[config.mk]
export PLATFORM = sky130hd
export DESIGN_NAME = modbus_rtu_status_slave_unit
export DESIGN_NICKNAME = d
export VERILOG_FILES = /design/src/mrs_pkg.sv /design/src/mrs_datapath.sv /design/src/mrs_ctrl.sv /design/src/modbus_rtu_status_slave_unit.sv
export SDC_FILE = /design/constraint.sdc
export NUM_CORES = 2
export LEC_CHECK = 0
export ABC_CLOCK_PERIOD_IN_PS = 10630
export BUFFER_PORTS_ARGS = -buffer_cell sky130_fd_sc_hd__buf_2
export CORE_MARGIN = 8
export CORE_UTILIZATION = 55
export CTS_CLUSTER_DIAMETER = 50
export DETAILED_ROUTE_END_ITERATION = 10
export PLACE_DENSITY = 0.82
export SYNTH_ARGS = -nofsm -noshare
export SYNTH_HDL_FRONTEND = slang
export SYNTH_MEMORY_MAX_BITS = 65536
export SYNTH_SLANG_ARGS = --single-unit
[constraint.sdc]
create_clock -name clk_i -period 10.63 [get_ports clk_i]
set_input_delay 1.063 -clock clk_i [delete_from_list [all_inputs] [get_ports clk_i]]
set_output_delay 1.063 -clock clk_i [all_outputs]
set_load 0.005 [all_outputs]
[src/mrs_pkg.sv]
package mrs_pkg;

  localparam int TABLE_ENTRIES_DEF = 512;
  localparam int MAX_READ_REGS_DEF = 29;
  localparam int FRAME_BYTES_DEF   = 15;

  localparam logic [1:0] FUNC_RX    = 2'd0;
  localparam logic [1:0] FUNC_GAP   = 2'd1;
  localparam logic [1:0] FUNC_NODE  = 2'd2;
  localparam logic [1:0] FUNC_POWER = 2'd3;

  localparam logic [1:0] CHAN_ONE = 2'd1;
  localparam logic [1:0] CHAN_TWO = 2'd2;

  localparam logic [15:0] TABLE_BASE     = 16'h2710;
  localparam logic [15:0] CH2_OFFSET     = 16'd256;
  localparam logic [7:0]  FC_READ        = 8'h03;
  localparam logic [7:0]  FC_WRITE       = 8'h06;
  localparam logic [7:0]  REG_MAIN       = 8'h34;
  localparam logic [7:0]  REG_BACKUP     = 8'h35;
  localparam logic [7:0]  CMD_RESET_ADDR = 8'h32;
  localparam logic [7:0]  CMD_MUTE_ADDR  = 8'h33;
  localparam logic [7:0]  POWER_BCNT     = 8'h23;
  localparam logic [7:0]  HOST_RESET     = 8'h01;
  localparam logic [1:0]  PWR_BAD        = 2'd2;
  localparam logic [15:0] CRC_INIT       = 16'hFFFF;
  localparam logic [15:0] CRC_POLY       = 16'hA001;

  typedef enum logic [1:0] {
    KIND_NONE,
    KIND_POWER,
    KIND_TABLE,
    KIND_ECHO
  } kind_e;

  typedef struct packed {
    logic [1:0] func;
    logic [7:0] rx_byte;
    logic [1:0] channel;
    logic [8:0] node_id;
    logic [7:0] node_state;
    logic       main_ok;
    logic       backup_ok;
  } in_word_t;

  typedef struct packed {
    logic [7:0] tx_byte;
    logic       last_byte;
    logic       reset_pulse;
    logic       mute_pulse;
  } out_word_t;

  typedef struct packed {
    logic  clr;
    logic  take;
    logic  crc_init;
    logic  chk;
    logic  decide;
    logic  fetch;
    logic  send;
    kind_e kind;
  } ctl_cmd_t;

  typedef struct packed {
    logic  clr_last;
    logic  chk_last;
    logic  out_free;
    logic  reply_last;
    kind_e kind;
  } dp_stat_t;

  function automatic logic [15:0] crc_byte(logic [15:0] crc, logic [7:0] b);
    logic [15:0] c;
    c = crc ^ {8'h00, b};
    for (int i = 0; i < 8; i++) begin
      if (c[0]) c = (c >> 1) ^ CRC_POLY;
      else      c = c >> 1;
    end
    return c;
  endfunction

endpackage

[src/mrs_datapath.sv]
module mrs_datapath #(
  parameter int TABLE_ENTRIES = mrs_pkg::TABLE_ENTRIES_DEF,
  parameter int MAX_READ_REGS = mrs_pkg::MAX_READ_REGS_DEF,
  parameter int FRAME_BYTES   = mrs_pkg::FRAME_BYTES_DEF
) (
  input  logic               clk_i,
  input  logic               rst_ni,
  input  mrs_pkg::in_word_t  in_word_i,
  input  logic               cfg_we_i,
  input  logic [7:0]         cfg_wdata_i,
  input  mrs_pkg::ctl_cmd_t  cmd_i,
  output mrs_pkg::dp_stat_t  stat_o,
  output logic               out_valid_o,
  input  logic               out_stall_i,
  output mrs_pkg::out_word_t out_word_o
);

  localparam int TW = $clog2(TABLE_ENTRIES);
  localparam int LW = $clog2(FRAME_BYTES + 2);
  localparam int IW = $clog2(FRAME_BYTES);

  logic [7:0]    fbuf_q [FRAME_BYTES];
  logic [LW-1:0] flen_q;
  logic [7:0]    tbl_q [TABLE_ENTRIES];
  logic [7:0]    rdata_q;
  logic [1:0]    main_q, backup_q;
  logic [7:0]    host_q;
  logic [15:0]   crc_q, crc_d;
  logic [5:0]    k_q;
  logic [TW-1:0] clr_q;
  logic          out_valid_q;
  mrs_pkg::out_word_t out_q;

  // frame fields
  logic [15:0] start, count, off;
  logic [16:0] span;
  logic        frame_ok, read_ok;
  logic [5:0]  nb, k3;
  logic [7:0]  byte_k, tx_b;
  logic [9:0]  node_idx;
  logic        node_we, tbl_we;
  logic [TW-1:0] waddr, raddr;
  logic [7:0]  wdata;

  assign start = {fbuf_q[2], fbuf_q[3]};
  assign count = {fbuf_q[4], fbuf_q[5]};
  assign off   = (start <= (mrs_pkg::TABLE_BASE + mrs_pkg::CH2_OFFSET))
               ? (start - mrs_pkg::TABLE_BASE)
               : (start - mrs_pkg::TABLE_BASE - mrs_pkg::CH2_OFFSET);
  assign span  = {1'b0, off} + {1'b0, count};
  assign read_ok = (count <= 16'(MAX_READ_REGS)) && (32'(span) <= TABLE_ENTRIES);
  assign frame_ok = (flen_q == LW'(8)) && (fbuf_q[0] == host_q)
                 && (fbuf_q[6] == crc_q[7:0]) && (fbuf_q[7] == crc_q[15:8]);

  always_comb begin
    stat_o.kind = mrs_pkg::KIND_NONE;
    if (frame_ok) begin
      if (fbuf_q[1] == mrs_pkg::FC_READ) begin
        if (fbuf_q[3] == mrs_pkg::REG_MAIN || fbuf_q[3] == mrs_pkg::REG_BACKUP) begin
          stat_o.kind = mrs_pkg::KIND_POWER;
        end else if (read_ok) begin
          stat_o.kind = mrs_pkg::KIND_TABLE;
        end
      end else if (fbuf_q[1] == mrs_pkg::FC_WRITE &&
                   (fbuf_q[3] == mrs_pkg::CMD_RESET_ADDR ||
                    fbuf_q[3] == mrs_pkg::CMD_MUTE_ADDR)) begin
        stat_o.kind = mrs_pkg::KIND_ECHO;
      end
    end
  end

  // bytes before the CRC
  assign nb = (cmd_i.kind == mrs_pkg::KIND_TABLE) ? (6'd3 + {count[4:0], 1'b0}) : 6'd6;
  assign k3 = k_q - 6'd3;
  assign byte_k = fbuf_q[k_q[IW-1:0]];

  always_comb begin
    tx_b = 8'h00;
    if (k_q == nb) begin
      tx_b = crc_q[7:0];
    end else if (k_q == nb + 6'd1) begin
      tx_b = crc_q[15:8];
    end else begin
      case (cmd_i.kind)
        mrs_pkg::KIND_ECHO: tx_b = byte_k;
        mrs_pkg::KIND_POWER: begin
          case (k_q)
            6'd0: tx_b = host_q;
            6'd1: tx_b = mrs_pkg::FC_READ;
            6'd2: tx_b = mrs_pkg::POWER_BCNT;
            6'd3: tx_b = fbuf_q[3];
            6'd5: tx_b = {6'd0, (fbuf_q[3] == mrs_pkg::REG_MAIN) ? main_q : backup_q};
            default: tx_b = 8'h00;
          endcase
        end
        mrs_pkg::KIND_TABLE: begin
          case (k_q)
            6'd0: tx_b = host_q;
            6'd1: tx_b = mrs_pkg::FC_READ;
            6'd2: tx_b = {count[6:0], 1'b0};
            default: tx_b = k_q[0] ? 8'h00 : rdata_q;
          endcase
        end
        default: tx_b = 8'h00;
      endcase
    end
  end

  assign crc_d = mrs_pkg::crc_byte(crc_q, cmd_i.chk ? byte_k : tx_b);

  assign stat_o.clr_last   = (32'(clr_q) == TABLE_ENTRIES - 1);
  assign stat_o.chk_last   = (k_q == 6'd5);
  assign stat_o.out_free   = !out_valid_q || !out_stall_i;
  assign stat_o.reply_last = (k_q == nb + 6'd1);

  // table port: clear sweep or node write
  assign node_idx = {1'b0, in_word_i.node_id} - 10'd1
                  + ((in_word_i.channel == mrs_pkg::CHAN_TWO) ? 10'd256 : 10'd0);
  assign node_we = cmd_i.take && (in_word_i.func == mrs_pkg::FUNC_NODE)
                && (in_word_i.node_id >= 9'd1) && (in_word_i.node_id <= 9'd256)
                && (in_word_i.channel == mrs_pkg::CHAN_ONE ||
                    in_word_i.channel == mrs_pkg::CHAN_TWO)
                && (32'(node_idx) < TABLE_ENTRIES);
  assign tbl_we = cmd_i.clr || node_we;
  assign waddr  = cmd_i.clr ? clr_q : TW'(node_idx);
  assign wdata  = cmd_i.clr ? 8'h00 : in_word_i.node_state;
  assign raddr  = TW'(off + {11'd0, k3[5:1]});

  always_ff @(posedge clk_i) begin
    if (tbl_we) tbl_q[waddr] <= wdata;
    if (cmd_i.fetch) rdata_q <= tbl_q[raddr];
  end

  always_ff @(posedge clk_i) begin
    if (cmd_i.take && in_word_i.func == mrs_pkg::FUNC_RX && flen_q < LW'(FRAME_BYTES)) begin
      fbuf_q[flen_q[IW-1:0]] <= in_word_i.rx_byte;
    end
    if (cmd_i.send && stat_o.out_free) out_q <= '{
      tx_byte:     tx_b,
      last_byte:   stat_o.reply_last,
      reset_pulse: (cmd_i.kind == mrs_pkg::KIND_ECHO) &&
                   (fbuf_q[3] == mrs_pkg::CMD_RESET_ADDR),
      mute_pulse:  (cmd_i.kind == mrs_pkg::KIND_ECHO) &&
                   (fbuf_q[3] == mrs_pkg::CMD_MUTE_ADDR)
    };
  end

  always_ff @(posedge clk_i or negedge rst_ni) begin
    if (!rst_ni) begin
      flen_q      <= '0;
      main_q      <= '0;
      backup_q    <= '0;
      host_q      <= mrs_pkg::HOST_RESET;
      crc_q       <= mrs_pkg::CRC_INIT;
      k_q         <= '0;
      clr_q       <= '0;
      out_valid_q <= 1'b0;
    end else begin
      if (cfg_we_i) host_q <= cfg_wdata_i;
      if (cmd_i.clr) clr_q <= clr_q + TW'(1);
      if (cmd_i.take) begin
        if (in_word_i.func == mrs_pkg::FUNC_RX) begin
          flen_q <= (flen_q < LW'(FRAME_BYTES)) ? flen_q + LW'(1) : LW'(FRAME_BYTES + 1);
        end
        if (in_word_i.func == mrs_pkg::FUNC_POWER) begin
          main_q   <= in_word_i.main_ok   ? 2'd0 : mrs_pkg::PWR_BAD;
          backup_q <= in_word_i.backup_ok ? 2'd0 : mrs_pkg::PWR_BAD;
        end
      end
      if (cmd_i.crc_init || cmd_i.decide) begin
        crc_q <= mrs_pkg::CRC_INIT;
        k_q   <= '0;
      end else if (cmd_i.chk || (cmd_i.send && stat_o.out_free)) begin
        // CRC stays frozen while its own two bytes go out
        if (cmd_i.chk || k_q < nb) crc_q <= crc_d;
        k_q   <= k_q + 6'd1;
      end
      if (cmd_i.decide) flen_q <= '0;
      if (cmd_i.send && stat_o.out_free) out_valid_q <= 1'b1;
      else if (!out_stall_i) out_valid_q <= 1'b0;
    end
  end

  assign out_valid_o = out_valid_q;
  assign out_word_o  = out_q;

endmodule

[src/mrs_ctrl.sv]
module mrs_ctrl (
  input  logic              clk_i,
  input  logic              rst_ni,
  input  logic              in_valid_i,
  input  logic [1:0]        in_func_i,
  output logic              in_stall_o,
  input  mrs_pkg::dp_stat_t stat_i,
  output mrs_pkg::ctl_cmd_t cmd_o
);

  typedef enum logic [2:0] {
    ST_CLEAR,
    ST_IDLE,
    ST_CHECK,
    ST_DECIDE,
    ST_FETCH,
    ST_SEND
  } state_e;

  state_e         state_q;
  mrs_pkg::kind_e kind_q;
  logic           take;

  assign in_stall_o = (state_q != ST_IDLE);
  assign take       = in_valid_i && (state_q == ST_IDLE);

  always_comb begin
    cmd_o          = '0;
    cmd_o.kind     = kind_q;
    cmd_o.clr      = (state_q == ST_CLEAR);
    cmd_o.take     = take;
    cmd_o.crc_init = take && (in_func_i == mrs_pkg::FUNC_GAP);
    cmd_o.chk      = (state_q == ST_CHECK);
    cmd_o.decide   = (state_q == ST_DECIDE);
    cmd_o.fetch    = (state_q == ST_FETCH);
    cmd_o.send     = (state_q == ST_SEND);
  end

  always_ff @(posedge clk_i or negedge rst_ni) begin
    if (!rst_ni) begin
      state_q <= ST_CLEAR;
      kind_q  <= mrs_pkg::KIND_NONE;
    end else begin
      case (state_q)
        ST_CLEAR:  if (stat_i.clr_last) state_q <= ST_IDLE;
        ST_IDLE:   if (take && in_func_i == mrs_pkg::FUNC_GAP) state_q <= ST_CHECK;
        ST_CHECK:  if (stat_i.chk_last) state_q <= ST_DECIDE;
        ST_DECIDE: begin
          kind_q  <= stat_i.kind;
          state_q <= (stat_i.kind == mrs_pkg::KIND_NONE) ? ST_IDLE : ST_FETCH;
        end
        ST_FETCH:  state_q <= ST_SEND;
        ST_SEND: begin
          if (stat_i.out_free) state_q <= stat_i.reply_last ? ST_IDLE : ST_FETCH;
        end
        default:   state_q <= ST_IDLE;
      endcase
    end
  end

`ifndef SYNTH
  a_fetch_send: assert property (@(posedge clk_i) disable iff (!rst_ni)
    state_q == ST_FETCH |=> state_q == ST_SEND) else $error("fetch not followed by send");
  a_check_end: assert property (@(posedge clk_i) disable iff (!rst_ni)
    state_q == ST_CHECK && stat_i.chk_last |=> state_q == ST_DECIDE)
    else $error("crc check overran");
  a_send_none: assert property (@(posedge clk_i) disable iff (!rst_ni)
    state_q == ST_SEND |-> kind_q != mrs_pkg::KIND_NONE) else $error("reply without kind");
  a_last_idle: assert property (@(posedge clk_i) disable iff (!rst_ni)
    state_q == ST_SEND && stat_i.out_free && stat_i.reply_last |=> state_q == ST_IDLE)
    else $error("reply did not end");
`endif

endmodule

[src/modbus_rtu_status_slave_unit.sv]
// Modbus RTU status slave.
// Input channel (in_valid_i / in_stall_o) carries one word per event: a
// received byte, a frame gap, a node-state write or a power update.
// Output channel (out_valid_o / out_stall_i) carries reply bytes, CRC low
// byte first, last_byte set on the final byte.
// Byte, node and power words are taken in the idle state and leave it idle.
// A frame gap starts the CRC check over the received bytes (ST_CHECK), then
// ST_DECIDE picks the reply; each reply byte then passes through ST_FETCH
// (table read port access) and ST_SEND (CRC update and load of the output
// register). The CRC unit folds in one byte per cycle during the check.
// No input is taken while a reply is generated. When the receiver stalls,
// the output register holds its word and generation waits on it.
// After reset the status table is swept to zero, one entry per cycle, over
// all TABLE_ENTRIES entries; in_stall_o stays high until it is done. Writes of
// host_address are taken at any time and reset to 1.
module modbus_rtu_status_slave_unit #(
  parameter int TABLE_ENTRIES = mrs_pkg::TABLE_ENTRIES_DEF,
  parameter int MAX_READ_REGS = mrs_pkg::MAX_READ_REGS_DEF,
  parameter int FRAME_BYTES   = mrs_pkg::FRAME_BYTES_DEF
) (
  input  logic               clk_i,
  input  logic               rst_ni,
  input  logic               in_valid_i,
  output logic               in_stall_o,
  input  mrs_pkg::in_word_t  in_word_i,
  output logic               out_valid_o,
  input  logic               out_stall_i,
  output mrs_pkg::out_word_t out_word_o,
  input  logic               cfg_we_i,
  input  logic [7:0]         cfg_wdata_i
);

  mrs_pkg::ctl_cmd_t cmd;
  mrs_pkg::dp_stat_t stat;

  mrs_ctrl u_ctrl (
    .clk_i      (clk_i),
    .rst_ni     (rst_ni),
    .in_valid_i (in_valid_i),
    .in_func_i  (in_word_i.func),
    .in_stall_o (in_stall_o),
    .stat_i     (stat),
    .cmd_o      (cmd)
  );

  mrs_datapath #(
    .TABLE_ENTRIES (TABLE_ENTRIES),
    .MAX_READ_REGS (MAX_READ_REGS),
    .FRAME_BYTES   (FRAME_BYTES)
  ) u_dp (
    .clk_i       (clk_i),
    .rst_ni      (rst_ni),
    .in_word_i   (in_word_i),
    .cfg_we_i    (cfg_we_i),
    .cfg_wdata_i (cfg_wdata_i),
    .cmd_i       (cmd),
    .stat_o      (stat),
    .out_valid_o (out_valid_o),
    .out_stall_i (out_stall_i),
    .out_word_o  (out_word_o)
  );

endmodule
# ---- Word-level counts from Yosys, hierarchy flattened
# Memories as Yosys holds them, arrays and structs flattened. A register that Yosys moved wholly into a read port is not among the register bits.
# Cells that the tools add are included.
dict set report totals {
  regBits 65
  mem_bits_rw 4216
  input_bits 44
  output_inout_bits 13
  word_cells 170
  mem_count 2
}
dict set report classes {
  add_sub_neg 12
  n_lt_le_gt_ge 8
  eq_ne 36
  mux 50
  bitwise 9
  n_reduce_logical 39
}
# memory depth word_bits rd rd_ports_with_merged_regs wr line
set mem_list {}
lappend mem_list {u_dp.tbl_q 512 8 1 1 1 mrs_datapath.sv:24} ;# logic [7:0] tbl_q [TABLE_ENTRIES];
lappend mem_list {u_dp.fbuf_q 15 8 9 0 1 mrs_datapath.sv:22} ;# logic [7:0] fbuf_q [FRAME_BYTES];
# op count
set op_table {}
lappend op_table {{$mux W16} 12}
lappend op_table {{$pmux W8 S3} 2}
lappend op_table {{$mux W8} 5}
lappend op_table {{$pmux W8 S5} 1}
lappend op_table {{$eq A8 B6 Y1 const B} 4}
lappend op_table {{$eq A8 B8 Y1} 3}
lappend op_table {{$not A2 Y3} 8}
lappend op_table {{$mux W5} 4}
lappend op_table {{$mux W3} 6}
lappend op_table {{$mux W6} 3}
lappend op_table {{$mux W9} 2}
lappend op_table {{$pmux W3 S6} 1}
lappend op_table {{$add A16 B16 Y17} 1}
lappend op_table {{$le A17 B10 Y1 const B} 1}
lappend op_table {{$logic_and A1 B1 Y1} 17}
lappend op_table {{$le A16 B14 Y1 const B} 1}
lappend op_table {{$le A16 B5 Y1 const B} 1}
lappend op_table {{$mux W2} 8}
lappend op_table {{$sub A16 B14 Y16 const B} 1}
lappend op_table {{$sub A16 B9 Y16 const B} 1}
lappend op_table {{$xor A16 B8 Y16} 1}
lappend op_table {{$add A6 B1 Y6 const B} 2}
lappend op_table {{$eq A6 B2 Y1 const B} 2}
lappend op_table {{$eq A6 B6 Y1} 2}
lappend op_table {{other kinds (35)} 65}

# ---- Longest topological paths before layout
# An unclocked memory read counts as a cell.
dict set report depth {
  ltp_word 28
  ltp_mapped 20
  depth_no_buf 19
}

# ---- Hierarchy
# From an unflattened synthesis, not the netlist that was laid out.
dict set report hier_totals {
  cells_unflattened 7529
  hier_area_um2 169495.1
}
# module instances cells_per_inst area_per_inst_um2 seq_area_each_um2
set modules_own_cells {}
lappend modules_own_cells {mrs_datapath 1 7492 169148.5 128609.6}
lappend modules_own_cells {mrs_ctrl 1 37 346.6 125.1}

# ---- Least setup slack after synthesis
# Ideal clock, no wire load.
dict set report synth_timing {
  path_type {register to register}
  startpoint {register u_ctrl.state_q[1]}
  endpoint {memory u_dp.tbl_q[0][0], data pin}
  setup_time_ns 1.535
  arrival_ns 7.747
  required_ns 9.095
  slack_ns 1.348
  stages_incl_launch_ff 6
  n_path_buf 3
  synth_period_minus_slack_ns 9.282
  cell_sequence {dfrtp_1 clkbuf_1 or3_1 clkbuf_1 clkbuf_1 and2_1}
}
dict set report synth_via {
  elab_chain_len 2
}
# element line
set synth_lines {}
lappend synth_lines {{from (decl)} mrs_ctrl.sv:20} ;# state_e state_q;
lappend synth_lines {{from (signal assigned)} mrs_ctrl.sv:50} ;# state_q <= (stat_i.kind == mrs_pkg::KIND_NONE) ? ST_IDLE : ST_FETCH;
lappend synth_lines {{from (signal assigned)} mrs_ctrl.sv:54} ;# if (stat_i.out_free) state_q <= stat_i.reply_last ? ST_IDLE : ST_FETCH;
lappend synth_lines {{$logic_not A3 Y1} mrs_ctrl.sv:30} ;# cmd_o.clr = (state_q == ST_CLEAR);
lappend synth_lines {{$mux W8} mrs_datapath.sv:126} ;# assign wdata = cmd_i.clr ? 8'h00 : in_word_i.node_state;
lappend synth_lines {{net u_dp.wdata[0]} mrs_datapath.sv:43} ;# logic [7:0] wdata;
lappend synth_lines {{to (decl)} mrs_datapath.sv:24}
# The timed path passes the listed nets, and every way through them passes these cells.

# ---- Worst setup path in the final report
dict set report layout_timing {
  startpoint {register u_dp.k_q[0]}
  endpoint {register u_dp.rdata_q[3] (read register of u_dp.tbl_q), data pin}
}
dict set report layout_via {
  elab_chain_len 2
}
# element line
set layout_lines {}
lappend layout_lines {{from (decl)} mrs_datapath.sv:29} ;# logic [5:0] k_q;
lappend layout_lines {{from (signal assigned)} mrs_datapath.sv:176} ;# k_q <= k_q + 6'd1;
lappend layout_lines {{$sub A6 B2 Y6} mrs_datapath.sv:74} ;# assign k3 = k_q - 6'd3;
lappend layout_lines {{$add A9 B5 Y9} mrs_datapath.sv:127} ;# assign raddr = TW'(off + {11'd0, k3[5:1]});
lappend layout_lines {{to (decl)} mrs_datapath.sv:25} ;# logic [7:0] rdata_q;
# Every way passes these cells.
# A chain may end at the register's enable or synchronous reset.

==> impl_metrics.py <==
metrics = {
    "detailed_routing": {
        "post_drt_via_cell_ratio": 7.331,
        "final_routed_drc_violation_total": 0,
        "detail_route.first_pass.iterations": 8,
        "finalWirelength_um": 499300,
        "detail_route.iter0.violations": 16169,
        "routed_length_per_placed_instance_um": 40.89,
        "routed-via-count": 89522,
        "antenna_violating_nets_post_route": 0,
    },
    "timing": {
        "max_freq_mhz": 128.7,
        "finalHoldViolations": 0,
        "worst_slew_pin_slew_ns": 1.558,
        "worst_slew_margin_rel": -0.04280,
        "final.period_utilization": 0.7309,
        "timing.final.max_slew_violations": 9,
        "finalSetupTns_ns": 0,
        "worst_clock_skew_ns": 0.1162,
        "setup_repair_after_global_routing_missed_its_margin": "false",
        "final_period_minus_worst_setup_slack_ns": 7.770,
        "final-setup-viol-count": 0,
    },
    "logic_synthesis": {
        "synth-seq-area-share": 0.7596,
        "synth.mux.area_fraction": 0.1871,
        "synth.avg_cell_area_um2": 22.43,
        "yosysUniqueCellTypes": 87,
        "synth_fp_nets": 7664,
        "synth_compound_gate_area_share": 0.009316,
        "synth_top_flop_cell": "edfxtp_1",
        "synth_fa_ha_area_frac": 0.004917,
        "cell_count_after_synthesis": 7556,
        "post_synthesis_cell_area_mm2": 0.1695,
        "synthXorXnorAreaFrac": 0.004961,
        "synth_edf_count": 4243,
        "area_fraction_in_and_or_nand_and_nor_cells_after_synthesis": 0.02299,
        "flip_flop_and_latch_count_after_synthesis": 4295,
        "dominant_combinational_cell_family_by_area_after_synthesis": "multiplexers",
        "synth_async_sr_flop_share": 0.01211,
        "yosysWarnings": 0,
    },
    "run_status": {
        "failed_checks": "max-capacitance violations, max-slew violations",
        "status": "finished with violations",
    },
    "critical_path": {
        "worstPathRequired_ns": 11.32,
        "crit_top_cell": "mux4_2",
        "critical_path.endpoint_type": "register",
        "worst_setup_path_start_kind": "register",
        "critical_path_class": "register to register",
        "critPathSlowestCell": "fa_4",
        "cp.arrival_ns": 8.46,
        "path_max_fanout": 123,
        "crit_buf_inv": 4,
        "cp_cell_sequence": "inv_1 > ha_1 > ha_4 > inv_1 > fa_4 > buf_12 > buf_4 > mux4_2 > mux4_2 > mux4_2 > mux2i_1 > nor2_1 > a21oi_1 > o21ai_0",
        "cpLargestDelayFamily": "multiplexers",
        "critical_path.max_stage_delay_ns": 1.10,
    },
    "power": {
        "total_switching_power_w": 0.01702,
        "irDropWorstVdd_mv": 0.3037,
        "power.internal_w": 0.03536,
        "pwr_density_cell_mw_per_mm2": 278.1,
        "comb_power_share": 0.315,
        "clk_pwr_share": 0.295,
        "power.share.switching": 0.3250,
        "leakage_power_of_the_design_nw": 58.55,
        "sequential_power_share": 0.390,
    },
    "global_route": {
        "first_global_vias": 88343,
        "grt_max_degree": 226,
        "antenna_violations_before_repair": 47,
        "grt_pass1_wl_um": 698500,
        "grt_use_total": 0.3020,
        "grt.overflow.total": 0,
    },
    "placed_design": {
        "detailedPlacementHpwl_um": 243200,
        "routabilityCongestion": 0.9026,
        "io_buffers": 56,
    },
    "finish": {
        "utilization": 0.6118,
        "final_layout_size_suffix_gt1_frac": 0.2826,
        "fillers": 18718,
        "layout.nets": 7824,
        "layout-area-overhead-vs-synth_pct": 11.12,
    },
    "clock_tree": {
        "cts.root.buffer_cell": "clkbuf_16",
        "clk_path_buf_depth": 4,
        "cts_hold_buffers": 0,
        "total_number_of_h_tree_levels": 5,
        "clkLatencyLatePin_ns": 0.97,
        "post_cts_repair_resize_count": 0,
        "cts_made_buffers": 422,
        "postCtsSetupBuffers": 0,
        "clkSinkCount": 4295,
        "clock_tree_from_tritoncts": "done",
        "worst_setup_hold_path_clk_slew_ns": 0.07,
    },
    "floorplan": {
        "chipHeight_um": 571.1,
        "core.rowCount": 204,
        "design.core.area_mm2": 0.3078,
        "die_area_mm2": 0.3262,
        "io-pin-count": 57,
        "die_width_um": 571.1,
        "initial_util": 0.5506,
    },
    "min_path": {
        "timing.hold.worst.class": "primary input to async pin",
    },
    "job": {
        "max_cap_viol_count": 1,
    },
}
==> metal layers <==
layer / share of wire / global-route usage / vias to the layer above
li1: - / - / 32124
met1: 0.31 / 0.3744 / 46162
met2: 0.48 / 0.4877 / 9174
met3: 0.13 / 0.07786 / 2020
met4: 0.073 / 0.1739 / 42
met5: 0.00055 / 0.002759 / -
==> worst paths after layout <==
path | startpoint | endpoint | slack (ns) | depth (start not counted)
max reg2reg | u_dp.k_q[0] | u_dp.rdata_q[3] | 2.86 | 14
min in group clk_i | in_word_i[0] | u_dp.backup_q[1] | 0.33 | 2
max | u_dp.k_q[0] | u_dp.rdata_q[3] | 2.86 | 14
min | rst_ni | u_dp.host_q[2] | 0.24 | 2
max in group asynchronous | rst_ni | u_dp.k_q[1] | 9.76 | 2
min reg2reg | u_dp.main_q[1] | u_dp.main_q[1] | 0.49 | 2
==> power groups by stage <==
stage | registers [W] | clock network, W | logic [W]
5_1_grt | 0.0204 | 0.0159 | 0.0167
4_1_cts | 0.0204 | 0.0154 | 0.0162
2_1_floorplan | 0.0214 | 0 | 0.0102
3_5_place_dp | 0.0207 | 0 | 0.0155
6_report | 0.0204 | 0.0154 | 0.0165
3_3_place_gp | 0.0207 | 0 | 0.0150
==> flip-flops by register name, summed over array words and instances, names as in the netlist <==
| name | count |
|---|---|
| u_dp.main_q | 1 |
| u_dp.fbuf_q | 128 |
| u_dp.k_q | 6 |
| u_dp.host_q | 8 |
| u_dp.out_valid_o | 1 |
| u_dp.out_word_o | 11 |
| u_dp.tbl_q | 4096 |
| u_ctrl.state_q | 3 |
| u_dp.backup_q | 1 |
| u_ctrl.kind_q | 2 |
| u_dp.clr_q | 9 |
| u_dp.flen_q | 5 |
| u_dp.rdata_q | 8 |
| u_dp.crc_q | 16 |
==> through the flow <==
| stage | cell area, um^2 | setup slack, ns | power, W | hold WS, ns | cells |
|---|---|---|---|---|---|
| CTS | 188300 | 3.066 | 0.05203 | 0.2486 | 12185 |
| global route | 188300 | 2.929 | 0.05309 | 0.3118 | 12188 |
| floorplan | 169500 | 1.348 | 0.03165 | 0.4444 | 7556 |
| finish | 188300 | 2.860 | 0.05238 | 0.2405 | 12212 |
| global placement | 174600 | 3.320 | 0.03569 | 0.4739 | 11412 |
| detailed placement | 174600 | 3.236 | 0.03621 | 0.4755 | 11412 |
==> layout make-up <==
class                      count  area, um^2  area share
antenna                       27       67.56   0.0003587
clock inverter               273        2638     0.01400
inverter                      49       183.9   0.0009766
clock buffer                 500       11020     0.05853
tap                         4120        5155     0.02737
multi-input combinational   2779       39130      0.2078
sequential                  4295      128700      0.6835
timing repair buffer         169        1404    0.007454
==> worst register-to-register path, cell delays in order, from the launching register on <==
cell	delay, ns
dfrtp_1	0.82
inv_1	0.54
ha_1	0.52
ha_4	0.16
inv_1	0.06
fa_4	1.11
buf_12	0.51
buf_4	1.24
mux4_2	0.49
mux4_2	0.49
mux4_2	0.54
mux2i_1	0.62
nor2_1	0.17
a21oi_1	0.15
o21ai_0	0.09
==> synthesized netlist by cell type (all sizes together) (4+ instances only) <==
library cell,n,share of area
a211oi,4,0.00018
a21o,7,0.00031
a21oi,59,0.0017
a221oi,7,0.00036
a22o,8,0.00041
a22oi,8,0.00035
a31oi,16,0.00059
and2,11,0.00041
and3,5,0.00018
and3b,4,0.00021
buf,110,0.0027
clkbuf,322,0.0073
dfrtp,35,0.0052
dfstp,17,0.0026
edfxtp,4243,0.75
ha,61,0.0045
inv,48,0.0011
mux2,33,0.0022
mux2i,43,0.0025
mux4,1372,0.18
nand2,155,0.0034
nand2b,11,0.00041
nand3,27,0.00080
nand3b,5,0.00022
nand4,12,0.00044
nor2,628,0.014
nor2b,9,0.00033
nor3,23,0.00068
nor3b,6,0.00027
nor4,13,0.00052
o211ai,13,0.00058
o21a,13,0.00058
o21ai,57,0.0017
o21bai,9,0.00040
o22a,4,0.00022
o22ai,6,0.00030
o31ai,6,0.00030
or3,5,0.00019
or4b,5,0.00032
xnor2,44,0.0023
xor2,45,0.0024
==> layout by cell type (no fill, tap or decap), drive strengths merged, types with 8 or more instances in the layout <==
master    count
clkinv      184
nor2        628
buf         169
edfxtp     4243
and2         11
bufinv       40
nand2       155
a21oi        59
nor3         23
dfrtp        35
a22o          8
inv          66
diode        27
clkbuf      500
a22oi         8
nor2b         9
nand4        12
o211ai       13
o21bai        9
nand2b       11
xor2         45
nor4         13
nand3        27
o21a         13
mux4       1372
clkinvlp     32
mux2         33
dfstp        17
ha           61
o21ai        57
a31oi        16
xnor2        44
mux2i        43
==> kinds of logic after synthesis <==
group / count (synthesis)
flip-flops: 4295
multiplexers: 1448
AND/OR/NAND/NOR: 933
buffers and inverters: 482
AO/OA/AOI/OAI: 242
XOR/XNOR: 91
adder cells (fa/ha/maj): 65
Note: power is estimated with default switching activity, not from simulation.
